## src/cri_pkg.sv

```systemverilog
// Shared types and constants for the camera/recorder interface controller.
`timescale 1ns / 1ps

package cri_pkg;

  localparam int unsigned NumRegs   = 7;
  localparam int unsigned AddrWidth = 5;

  // Register indexes
  localparam logic [2:0] RegLowBatt   = 3'd0;
  localparam logic [2:0] RegCamOn     = 3'd1;
  localparam logic [2:0] RegPbHold    = 3'd2;
  localparam logic [2:0] RegRecWindow = 3'd3;
  localparam logic [2:0] RegRrHold    = 3'd4;
  localparam logic [2:0] RegCmdHold   = 3'd5;
  localparam logic [2:0] RegStartHold = 3'd6;

  // Register reset values
  localparam logic [7:0] LowBattRst   = 8'd80;
  localparam logic [7:0] CamOnRst     = 8'd16;
  localparam logic [7:0] PbHoldRst    = 8'd50;
  localparam logic [7:0] RecWindowRst = 8'd50;
  localparam logic [7:0] RrHoldRst    = 8'd50;
  localparam logic [7:0] CmdHoldRst   = 8'd50;
  localparam logic [7:0] StartHoldRst = 8'd250;

  // Divider chain
  localparam logic [3:0] FiftyWrap = 4'd10;
  localparam logic [4:0] BlinkOff  = 5'd5;
  localparam logic [4:0] BlinkWrap = 5'd25;

  // Consumption scaling: diff * 8, saturating once diff reaches 32
  localparam logic [7:0] PowerSat = 8'd255;

  typedef enum logic [1:0] {
    CMD_IDLE   = 2'd0,
    CMD_STOP   = 2'd1,
    CMD_REVIEW = 2'd2,
    CMD_REC    = 2'd3
  } cri_cmd_t;

  typedef struct packed {
    logic [7:0] low_batt_level;
    logic [7:0] cam_on_level;
    logic [7:0] playback_hold;
    logic [7:0] rec_trigger_window;
    logic [7:0] review_hold;
    logic [7:0] command_hold;
    logic [7:0] startup_hold;
  } cri_cfg_t;

  typedef struct packed {
    logic       vtr_playback;
    logic       rec_button_low;
    logic       review_button_down;
    logic       link_up;
    logic [7:0] supply_level;
    logic [7:0] camera_level;
  } cri_in_t;

  typedef struct packed {
    logic       relay_on;
    logic       recorder_run;
    logic       recorder_standby;
    logic       camera_led;
    logic       camera_playback;
    logic [1:0] link_command;
    logic [7:0] camera_power;
    logic       low_battery;
    logic       camera_off;
  } cri_out_t;

endpackage

```

## src/cri_cfg.sv

```systemverilog
// APB-style configuration register bank.
`timescale 1ns / 1ps

module cri_cfg (
  input  logic                          clk,
  input  logic                          rst_n,
  input  logic                          psel,
  input  logic                          penable,
  input  logic                          pwrite,
  input  logic [cri_pkg::AddrWidth-1:0] paddr,
  input  logic [31:0]                   pwdata,
  output logic [31:0]                   prdata,
  output cri_pkg::cri_cfg_t             cfg
);
  import cri_pkg::*;

  cri_cfg_t   cfg_r;
  logic       wr_en;
  logic [2:0] idx;
  logic [7:0] rd_val;

  assign idx   = paddr[AddrWidth-1:2];
  assign wr_en = psel & penable & pwrite;

  always_ff @(posedge clk) begin
    if (!rst_n) begin
      cfg_r.low_batt_level     <= LowBattRst;
      cfg_r.cam_on_level       <= CamOnRst;
      cfg_r.playback_hold      <= PbHoldRst;
      cfg_r.rec_trigger_window <= RecWindowRst;
      cfg_r.review_hold        <= RrHoldRst;
      cfg_r.command_hold       <= CmdHoldRst;
      cfg_r.startup_hold       <= StartHoldRst;
    end else if (wr_en) begin
      unique case (idx)
        RegLowBatt:   cfg_r.low_batt_level     <= pwdata[7:0];
        RegCamOn:     cfg_r.cam_on_level       <= pwdata[7:0];
        RegPbHold:    cfg_r.playback_hold      <= pwdata[7:0];
        RegRecWindow: cfg_r.rec_trigger_window <= pwdata[7:0];
        RegRrHold:    cfg_r.review_hold        <= pwdata[7:0];
        RegCmdHold:   cfg_r.command_hold       <= pwdata[7:0];
        RegStartHold: cfg_r.startup_hold       <= pwdata[7:0];
        default: ;
      endcase
    end
  end

  always_comb begin
    unique case (idx)
      RegLowBatt:   rd_val = cfg_r.low_batt_level;
      RegCamOn:     rd_val = cfg_r.cam_on_level;
      RegPbHold:    rd_val = cfg_r.playback_hold;
      RegRecWindow: rd_val = cfg_r.rec_trigger_window;
      RegRrHold:    rd_val = cfg_r.review_hold;
      RegCmdHold:   rd_val = cfg_r.command_hold;
      RegStartHold: rd_val = cfg_r.startup_hold;
      default:      rd_val = 8'd0;
    endcase
  end

  assign prdata = {24'd0, rd_val};
  assign cfg    = cfg_r;

endmodule

```

## src/cri_tick.sv

```systemverilog
// Per-tick controller state and next-state logic.
`timescale 1ns / 1ps

module cri_tick (
  input  logic              clk,
  input  logic              rst_n,
  input  logic              step,
  input  cri_pkg::cri_cfg_t cfg,
  input  cri_pkg::cri_in_t  tin,
  output cri_pkg::cri_out_t tout
);
  import cri_pkg::*;

  logic       half_r,    half_nxt;
  logic [3:0] fifty_r,   fifty_nxt;
  logic [4:0] blink_r,   blink_nxt;
  logic       slow_r,    slow_nxt;
  logic [7:0] start_r,   start_nxt;
  logic [7:0] pbcnt_r,   pbcnt_nxt;
  logic [7:0] recwin_r,  recwin_nxt;
  logic [7:0] rrcnt_r,   rrcnt_nxt;
  logic [7:0] cmdcnt_r,  cmdcnt_nxt;
  cri_cmd_t   cmd_r,     cmd_nxt;
  logic       fpb_r,     fpb_nxt;
  logic       frec_r,    frec_nxt;
  logic       frr_r,     frr_nxt;
  logic       lock_r,    lock_nxt;
  logic       camoff_r,  camoff_nxt;

  logic       tick2;
  logic       lowb;
  logic [7:0] diff;
  logic [7:0] power;
  logic       rly, run, led, campb;

  always_comb begin
    half_nxt   = ~half_r;
    fifty_nxt  = fifty_r;
    blink_nxt  = blink_r;
    slow_nxt   = slow_r;
    start_nxt  = start_r;
    pbcnt_nxt  = pbcnt_r;
    recwin_nxt = recwin_r;
    rrcnt_nxt  = rrcnt_r;
    cmdcnt_nxt = cmdcnt_r;
    cmd_nxt    = cmd_r;
    fpb_nxt    = fpb_r;
    frec_nxt   = frec_r;
    frr_nxt    = frr_r;
    lock_nxt   = lock_r;
    camoff_nxt = camoff_r;
    tick2      = half_r;
    diff       = tin.supply_level - tin.camera_level;
    power      = 8'd0;

    // divider chain
    if (half_r) begin
      fifty_nxt = fifty_r + 4'd1;
      if (fifty_nxt >= FiftyWrap) begin
        fifty_nxt = 4'd0;
        blink_nxt = blink_r + 5'd1;
        if (blink_nxt >= BlinkOff) slow_nxt = 1'b0;
        if (blink_nxt >= BlinkWrap) begin
          blink_nxt = 5'd0;
          slow_nxt  = 1'b1;
        end
      end
    end

    // supply checks
    lowb = (tin.supply_level != 8'd0) && (tin.supply_level < cfg.low_batt_level);
    if ((tin.supply_level != 8'd0) && (tin.camera_level != 8'd0) &&
        (tin.supply_level >= tin.camera_level)) begin
      power      = (diff[7:5] == 3'd0) ? {diff[4:0], 3'b000} : PowerSat;
      camoff_nxt = power < cfg.cam_on_level;
    end

    // input filtering
    if (start_r == 8'd0) begin
      if ((tin.vtr_playback != fpb_r) && (pbcnt_r == 8'd0)) begin
        fpb_nxt   = tin.vtr_playback;
        pbcnt_nxt = cfg.playback_hold;
      end
      if (tin.rec_button_low) begin
        if (!frec_r) begin
          frec_nxt   = 1'b1;
          recwin_nxt = cfg.rec_trigger_window;
          lock_nxt   = ~lock_r;
        end
      end else if (frec_r) begin
        frec_nxt = 1'b0;
        if (recwin_r == 8'd0) lock_nxt = 1'b0;
      end
      if (!lock_nxt) begin
        if ((tin.review_button_down != frr_r) && (rrcnt_r == 8'd0)) begin
          frr_nxt   = tin.review_button_down;
          rrcnt_nxt = cfg.review_hold;
        end
      end else begin
        frr_nxt = 1'b0;
      end
    end

    // outputs
    if (frr_nxt && tin.link_up) begin
      cmd_nxt    = CMD_REVIEW;
      cmdcnt_nxt = cfg.command_hold;
    end
    rly   = fpb_nxt;
    campb = fpb_nxt;
    if (fpb_nxt) lock_nxt = 1'b0;
    if (lock_nxt) begin
      run = 1'b1;
      led = !(lowb && slow_nxt);
      if (tin.link_up) begin
        cmd_nxt    = CMD_REC;
        cmdcnt_nxt = cfg.command_hold;
      end
    end else begin
      run = 1'b0;
      led = lowb && slow_nxt;
    end
    if (camoff_nxt) begin
      lock_nxt = 1'b0;
      rly      = 1'b0;
      run      = 1'b0;
      led      = 1'b0;
      campb    = 1'b0;
    end

    // 2 ms countdowns
    if (tick2) begin
      if (start_nxt  != 8'd0) start_nxt  = start_nxt  - 8'd1;
      if (pbcnt_nxt  != 8'd0) pbcnt_nxt  = pbcnt_nxt  - 8'd1;
      if (recwin_nxt != 8'd0) recwin_nxt = recwin_nxt - 8'd1;
      if (rrcnt_nxt  != 8'd0) rrcnt_nxt  = rrcnt_nxt  - 8'd1;
      if (cmdcnt_nxt != 8'd0) cmdcnt_nxt = cmdcnt_nxt - 8'd1;
      else cmd_nxt = CMD_IDLE;
    end

    tout.relay_on         = rly;
    tout.recorder_run     = run;
    tout.recorder_standby = camoff_nxt;
    tout.camera_led       = led;
    tout.camera_playback  = campb;
    tout.link_command     = cmd_nxt;
    tout.camera_power     = power;
    tout.low_battery      = lowb;
    tout.camera_off       = camoff_nxt;
  end

  always_ff @(posedge clk) begin
    if (!rst_n) begin
      half_r   <= 1'b0;
      fifty_r  <= 4'd0;
      blink_r  <= 5'd0;
      slow_r   <= 1'b0;
      start_r  <= StartHoldRst;
      pbcnt_r  <= 8'd0;
      recwin_r <= 8'd0;
      rrcnt_r  <= 8'd0;
      cmdcnt_r <= CmdHoldRst;
      cmd_r    <= CMD_STOP;
      fpb_r    <= 1'b0;
      frec_r   <= 1'b0;
      frr_r    <= 1'b0;
      lock_r   <= 1'b0;
      camoff_r <= 1'b0;
    end else if (step) begin
      half_r   <= half_nxt;
      fifty_r  <= fifty_nxt;
      blink_r  <= blink_nxt;
      slow_r   <= slow_nxt;
      start_r  <= start_nxt;
      pbcnt_r  <= pbcnt_nxt;
      recwin_r <= recwin_nxt;
      rrcnt_r  <= rrcnt_nxt;
      cmdcnt_r <= cmdcnt_nxt;
      cmd_r    <= cmd_nxt;
      fpb_r    <= fpb_nxt;
      frec_r   <= frec_nxt;
      frr_r    <= frr_nxt;
      lock_r   <= lock_nxt;
      camoff_r <= camoff_nxt;
    end
  end

endmodule

```

## src/camera_recorder_interface_controller.sv

```systemverilog
// Camera/recorder interface controller: 1 ms tick in, pin drives and link command out.
`timescale 1ns / 1ps

// Each input transaction is one 1 ms tick. It is captured in an input register,
// the controller state is advanced by one pass of logic once the output side
// can take a result, and the result lands in an output register. One tick is
// taken every clock while the output side keeps up. All hold and window
// registers count in 2 ms units (every second tick). The registers are written
// through the APB-style port and should only change while no tick is in flight.
module camera_recorder_interface_controller (
  input  logic        clk,
  input  logic        rst_n,
  input  logic        in_valid,
  output logic        in_ready,
  input  logic        in_vtr_playback,
  input  logic        in_rec_button_low,
  input  logic        in_review_button_down,
  input  logic        in_link_up,
  input  logic [7:0]  in_supply_level,
  input  logic [7:0]  in_camera_level,
  output logic        out_valid,
  input  logic        out_ready,
  output logic        out_relay_on,
  output logic        out_recorder_run,
  output logic        out_recorder_standby,
  output logic        out_camera_led,
  output logic        out_camera_playback,
  output logic [1:0]  out_link_command,
  output logic [7:0]  out_camera_power,
  output logic        out_low_battery,
  output logic        out_camera_off,
  input  logic        psel,
  input  logic        penable,
  input  logic        pwrite,
  input  logic [4:0]  paddr,
  input  logic [31:0] pwdata,
  output logic [31:0] prdata,
  output logic        pready
);
  import cri_pkg::*;

  cri_cfg_t cfg;
  cri_in_t  in_r;
  logic     in_valid_r;
  cri_out_t tick_out;
  cri_out_t out_r;
  logic     out_valid_r;
  logic     step;

  assign pready   = 1'b1;
  assign step     = in_valid_r && (!out_valid_r || out_ready);
  assign in_ready = !in_valid_r || step;

  cri_cfg u_cfg (
    .clk     (clk),
    .rst_n   (rst_n),
    .psel    (psel),
    .penable (penable),
    .pwrite  (pwrite),
    .paddr   (paddr),
    .pwdata  (pwdata),
    .prdata  (prdata),
    .cfg     (cfg)
  );

  cri_tick u_tick (
    .clk   (clk),
    .rst_n (rst_n),
    .step  (step),
    .cfg   (cfg),
    .tin   (in_r),
    .tout  (tick_out)
  );

  always_ff @(posedge clk) begin
    if (!rst_n) begin
      in_valid_r  <= 1'b0;
      out_valid_r <= 1'b0;
    end else begin
      if (in_valid && in_ready) in_valid_r <= 1'b1;
      else if (step)            in_valid_r <= 1'b0;
      if (step)           out_valid_r <= 1'b1;
      else if (out_ready) out_valid_r <= 1'b0;
    end
  end

  always_ff @(posedge clk) begin
    if (in_valid && in_ready) begin
      in_r.vtr_playback       <= in_vtr_playback;
      in_r.rec_button_low     <= in_rec_button_low;
      in_r.review_button_down <= in_review_button_down;
      in_r.link_up            <= in_link_up;
      in_r.supply_level       <= in_supply_level;
      in_r.camera_level       <= in_camera_level;
    end
    if (step) out_r <= tick_out;
  end

  assign out_valid            = out_valid_r;
  assign out_relay_on         = out_r.relay_on;
  assign out_recorder_run     = out_r.recorder_run;
  assign out_recorder_standby = out_r.recorder_standby;
  assign out_camera_led       = out_r.camera_led;
  assign out_camera_playback  = out_r.camera_playback;
  assign out_link_command     = out_r.link_command;
  assign out_camera_power     = out_r.camera_power;
  assign out_low_battery      = out_r.low_battery;
  assign out_camera_off       = out_r.camera_off;

`ifndef SYNTHESIS
  a_standby_tracks_camoff: assert property (@(posedge clk) disable iff (!rst_n)
    out_valid_r |-> (out_r.recorder_standby == out_r.camera_off))
    else $error("standby does not follow camera off");

  a_camoff_forces_idle: assert property (@(posedge clk) disable iff (!rst_n)
    (out_valid_r && out_r.camera_off) |->
      (!out_r.relay_on && !out_r.recorder_run && !out_r.camera_led &&
       !out_r.camera_playback))
    else $error("camera off but drives active");

  a_playback_excludes_run: assert property (@(posedge clk) disable iff (!rst_n)
    (out_valid_r && out_r.relay_on) |->
      (out_r.camera_playback && !out_r.recorder_run))
    else $error("playback relay with record run");

  a_stall_holds_input: assert property (@(posedge clk) disable iff (!rst_n)
    (in_valid_r && out_valid_r && !out_ready) |=> in_valid_r)
    else $error("input stage dropped a tick under stall");
`endif

endmodule

```

## config.mk

```make
export PLATFORM = sky130hd
export DESIGN_NAME = camera_recorder_interface_controller
export DESIGN_NICKNAME = d
export VERILOG_FILES = /design/src/cri_pkg.sv /design/src/cri_cfg.sv /design/src/cri_tick.sv /design/src/camera_recorder_interface_controller.sv
export SDC_FILE = /design/constraint.sdc
export NUM_CORES = 1
export LEC_CHECK = 0
export ABC_AREA = 1
export BUFFER_PORTS_ARGS = -buffer_cell sky130_fd_sc_hd__buf_2
export CAP_MARGIN = 0
export CORE_UTILIZATION = 40
export DETAILED_ROUTE_END_ITERATION = 12
export GPL_ROUTABILITY_DRIVEN = 0
export SETUP_SLACK_MARGIN = 0.2
export SYNTH_ARGS = -nofsm -noshare
export SYNTH_HDL_FRONTEND = slang
export SYNTH_SLANG_ARGS = --single-unit
```

## constraint.sdc

```tcl
create_clock -name clk -period 5.4 [get_ports clk]
set_input_delay 1.35 -clock clk [delete_from_list [all_inputs] [get_ports clk]]
set_output_delay 1.35 -clock clk [all_outputs]
set_load 0.02 [all_outputs]
```

# Word-level counts from Yosys, hierarchy flattened
# Cells that the tools add are included.
[classes] reduce_logical=40 n_bitwise=4 muxes=53 order_cmp=6 n_eq_ne=8 add_sub_neg=8
[ops] op="$mux W8" n=20
[ops] op="$pmux W8 S7" n=1
[ops] op="$reduce_bool A8 Y1" n=7
[ops] op="$sub A8 B1 Y8 const B" n=5
[ops] op="$logic_not A8 Y1" n=4
[ops] op="$mux W1" n=25
[ops] op="$reduce_and A2 Y1" n=9
[ops] op="$lt A8 B8 Y1" n=2
[ops] op="$mux W2" n=5
[ops] op="$eq A3 B3 Y1 const B" n=3
[ops] op="$logic_and A1 B1 Y1" n=9
[ops] op="$ge A8 B8 Y1" n=1
[ops] op="$sub A8 B8 Y8" n=1
[ops] op="$eq A3 B2 Y1 const B" n=2
[ops] op="$logic_not A3 Y1" n=2
[ops] op="$reduce_and A3 Y1" n=2
[ops] op="$add A5 B1 Y5 const B" n=1
[ops] op="$ge A5 B3 Y1 const B" n=1
[ops] op="$ge A5 B5 Y1 const B" n=1
[ops] op="$mux W5" n=1
[ops] op="$add A4 B1 Y4 const B" n=1
[ops] op="$ge A4 B4 Y1 const B" n=1
[ops] op="$mux W4" n=1
[ops] op="$reduce_bool A2 Y1" n=2
[ops] op="other kinds (6)" n=12
[totals] regBits=151 out_inout_bits=52 in_bits=64 elab_cells=156

# Logic depth before layout (Yosys ltp)
[logic_depth] ltp_word=14 mapped_depth=23 ltp_nobuf=22

# Modules after synthesis
# From an unflattened synthesis, not the netlist that was laid out.
[unflattened] cells_unflattened=1247 hier_area_um2=9067.4
[modules_own_cells] module="cri_tick" area_each_um2=4762.1 cells_each=735 n_inst=1 seq_area_each_um2=1161.1
[modules_own_cells] module="cri_cfg" area_each_um2=3088.0 cells_each=460 n_inst=1 seq_area_each_um2=1121.1
[modules_own_cells] module="camera_recorder_interface_controller" area_each_um2=1217.4 cells_each=52 n_inst=1 seq_area_each_um2=1151.1

# Worst setup path after synthesis
# OpenSTA, ideal clock, no wires.
[synth_path] kind="input to output" from="input port paddr[2]" to="output port prdata[5]" path_slack_ps=1635 cell_stages=6 t_required_ps=4050 arrival_ps=2415 path_buffers=0 path_cell_list="inv_1 -> nor3_1 -> inv_1 -> o22ai_1 -> a221oi_1 -> o2111ai_1"
[synth_between] elab_chain_cells=2 word_cells_on_any_way=8 cone_classes="eq/ne (6); mux (1); reduce/logical (1)"
[synth_rtl] element="from (decl)" line="camera_recorder_interface_controller.sv:35" rtl="input logic [4:0] paddr,"
[synth_rtl] element="$eq A3 B3 Y1 (tied with other cells)" line="cri_cfg.sv:49" rtl="unique case (idx)"
[synth_rtl] element="$pmux W8 S7 (*)" line="cri_cfg.sv:49"
[synth_rtl] element="to (decl)" line="camera_recorder_interface_controller.sv:37" rtl="output logic [31:0] prdata,"
# Mark *: on every way between the ends. The rest lies on a longest branch, timed or not.

# Worst setup path in the final report
# Ends and elaborated chain as after synthesis.

==> flow_summary.yaml <==
global_route:
  antenna_found_initial: 0
  grt_pass1_wl_um: 34220
  grt_pass1_vias: 6615
  track_usage_pct: 20.07
  overflow: 0
  grt_max_degree: 69
synthesis:
  synth_area_um2: 8431
  synth_seq_area_share_pct: 39.30
  syn_inst: 1115
  ys_ff_latch: 149
  yosysUniqueCellTypes: 58
  yosysWarnings: 0
  yosys_most_used_dff: "dfxtp_1"
  async_reset_ff_share_pct: 0
  synth.avg_cell_area_um2: 7.561
  synth_enable_flop_cells: 33
clock_tree:
  h-tree-depth: 4
  cts_root_buf: "clkbuf_16"
  worstSkewPairLatency_ns: 0.43
  cts_resized: 0
  cts_hold_buf: 0
  path_clk_slew_ns: 0.06
  post_cts_buffers: 0
  cts_sinks: 149
  tritoncts: "built"
  clock_path_buffers: 2
  cts-buffers-inserted: 17
drt:
  drc: 0
  wl_per_cell_um: 14.64
  dr.first_iter.drc_count: 512
  via_per_inst: 5.013
  antenna_left: 0
  num_vias: 7269
  drt-total-wl_um: 21230
  dr.pass1.iters: 5
worst_setup_path:
  worstSetupPathType: "in -> out"
  timing.rr.end: "out_camera_led"
  crit_required_ns: 4.05
  reg2reg_depth: 17
  crit_path_start: "paddr[2]"
  path_max_fanout: 8
  critPathArrivalTime_ns: 3.09
  r2r_slack_ns: 1.83
  reg2reg_from: "in_r[10]"
  critPathLaunchType: "input pin"
  end_kind: "output port"
die:
  io_pins: 116
  core_area_um2: 20430
  die_h_um: 147.2
  rows: 52
  die_area_um2: 21660
  fp.dieW_um: 147.2
  start_util_pct: 41.27
layout:
  antennaDiodeCount: 0
  final_area_um2: 9439
  finalNetCount: 1267
  area.growth.synth_to_final_pct: 11.96
  drive_gt1_share_pct: 13.22
placement:
  post-place-ws_ns: 1.009
  io_buffers: 64
  postPlaceCellArea_um2: 8852
  dp_hpwl_um: 15310
timing:
  finalSetupViolCount: 0
  rsz0062_at_grt: "false"
  fin_skew_ns: 0.009366
  finalHoldViolCount: 0
  tns_ns: 0
  worstMarginPinSlew_ns: 1.050
  setup_ws_ns: 0.9616
  min_period_ns: 4.438
  max_slew_margin_pct: 29.90
  clock.fmax_mhz: 225.3
  period_share_pct: 82.19
  slew_violations: 0
min_path:
  hold_start: "u_tick.start_r[0]"
  min_path_type: "reg -> reg"
  hold_path_end: "u_tick.start_r[0]"
  hold_depth: 2
power:
  vdd_ir_drop_max_uv: 226.2
  powerDensity_nw_per_um2: 293.4
  p_leak_nw: 4.213
run:
  maxCapViolCount: 0
status:
  outcome: "finished, final reports clean"
-- cell usage after synthesis (15+ instances only) --
| cell | number | share of area [%] |
|---|---|---|
| a21oi_1 | 97 | 5.8 |
| buf_4 | 30 | 2.7 |
| clkbuf_1 | 23 | 1.0 |
| dfxtp_1 | 116 | 28 |
| edfxtp_1 | 33 | 12 |
| ha_1 | 35 | 5.2 |
| inv_1 | 127 | 5.7 |
| nand2_1 | 240 | 11 |
| nand3_1 | 66 | 3.9 |
| nand4_1 | 15 | 1.1 |
| nor2_1 | 92 | 4.1 |
| o21ai_0 | 73 | 4.3 |
| xor2_1 | 22 | 2.3 |
-- power by group --
part	leakage, nW	internal [mW]	switching [mW]
Clock	0.289	0.678	0.504
Sequential	1.26	1.18	0.0268
Combinational	2.67	0.123	0.257
-- registers in the layout (all words and copies together) (netlist names), 4 cells and up --
| signal | cells |
|---|---|
| in_r | 20 |
| out_camera_power | 6 |
| u_cfg.cfg | 56 |
| u_tick.blink_r | 5 |
| u_tick.cmdcnt_r | 8 |
| u_tick.fifty_r | 4 |
| u_tick.pbcnt_r | 8 |
| u_tick.recwin_r | 8 |
| u_tick.rrcnt_r | 8 |
| u_tick.start_r | 8 |
-- cell usage in the layout (no fill, tap or decap), types with 25 or more instances in the layout --
| master | count |
|---|---|
| nor2_1 | 92 |
| inv_1 | 127 |
| a21oi_1 | 97 |
| nand3_1 | 66 |
| nand2_1 | 240 |
| conb_1 | 25 |
| buf_2 | 64 |
| o21ai_0 | 73 |
| dfxtp_1 | 116 |
| ha_1 | 35 |
| edfxtp_1 | 33 |
-- worst max-delay path by stage --
stage | cells after the start | to | slack, ns
final | 8 | prdata[5] | 0.96
after global routing | 8 | prdata[5] | 0.84
after CTS | 8 | prdata[5] | 1.0
after detailed placement | 8 | prdata[5] | 1.01
after global placement | 8 | prdata[5] | 1.01
after floorplan | 6 | prdata[5] | 1.63
-- layout make-up --
type	instances	area, µm²
clock buffers	19	464.2
clock inverters	13	122.6
fillers	2078	10990
inverters	136	513.0
multi-input cells	794	4330
flip-flops and latches	149	3313
well taps	270	337.8
repair buffers	69	357.8
-- layer usage --
metal	vias up	GRT usage, %	routed length, µm
met2	170	33.07	9836
li1	3750	-	-
met1	3321	26.87	10220
met5	-	0	0
met4	0	6.443	387
met3	28	3.043	789
-- cell families (layout without fill, tap and decap cells) --
kind of cell	Yosys count	count (layout)	share of synthesized area, %
xor gates and xnor gates	33	33	3.428
other	2	25	0.08908
buffers and inverters	195	237	10.36
and+or+nand+nor	469	469	25.11
DFF	149	149	39.30
muxes	3	3	0.5491
adders and majority gates	36	36	5.432
AOI/OAI and AO/OA	228	228	15.73
-- through the flow --
step / instances / total power, mW / util [%] / hold WS (ns)
floorplan: 1138 / 1.519 / - / 0.4398
global placement: 1418 / 1.606 / 43.33 / 0.4510
detailed placement: 1418 / 1.611 / 43.33 / 0.4549
CTS: 1450 / 2.785 / 46.20 / 0.4645
global route: 1450 / 2.884 / 46.20 / 0.4845
finish: 1450 / 2.769 / 46.20 / 0.4640
-- worst max-delay path, stage by stage --
cell       delay, ns
buf_2           0.13
inv_1           0.08
nor3_1          0.73
inv_1           0.17
o22ai_1         0.15
a221oi_1        0.07
o2111ai_1       0.16
buf_2           0.23
(Power assumes the default switching activity.)
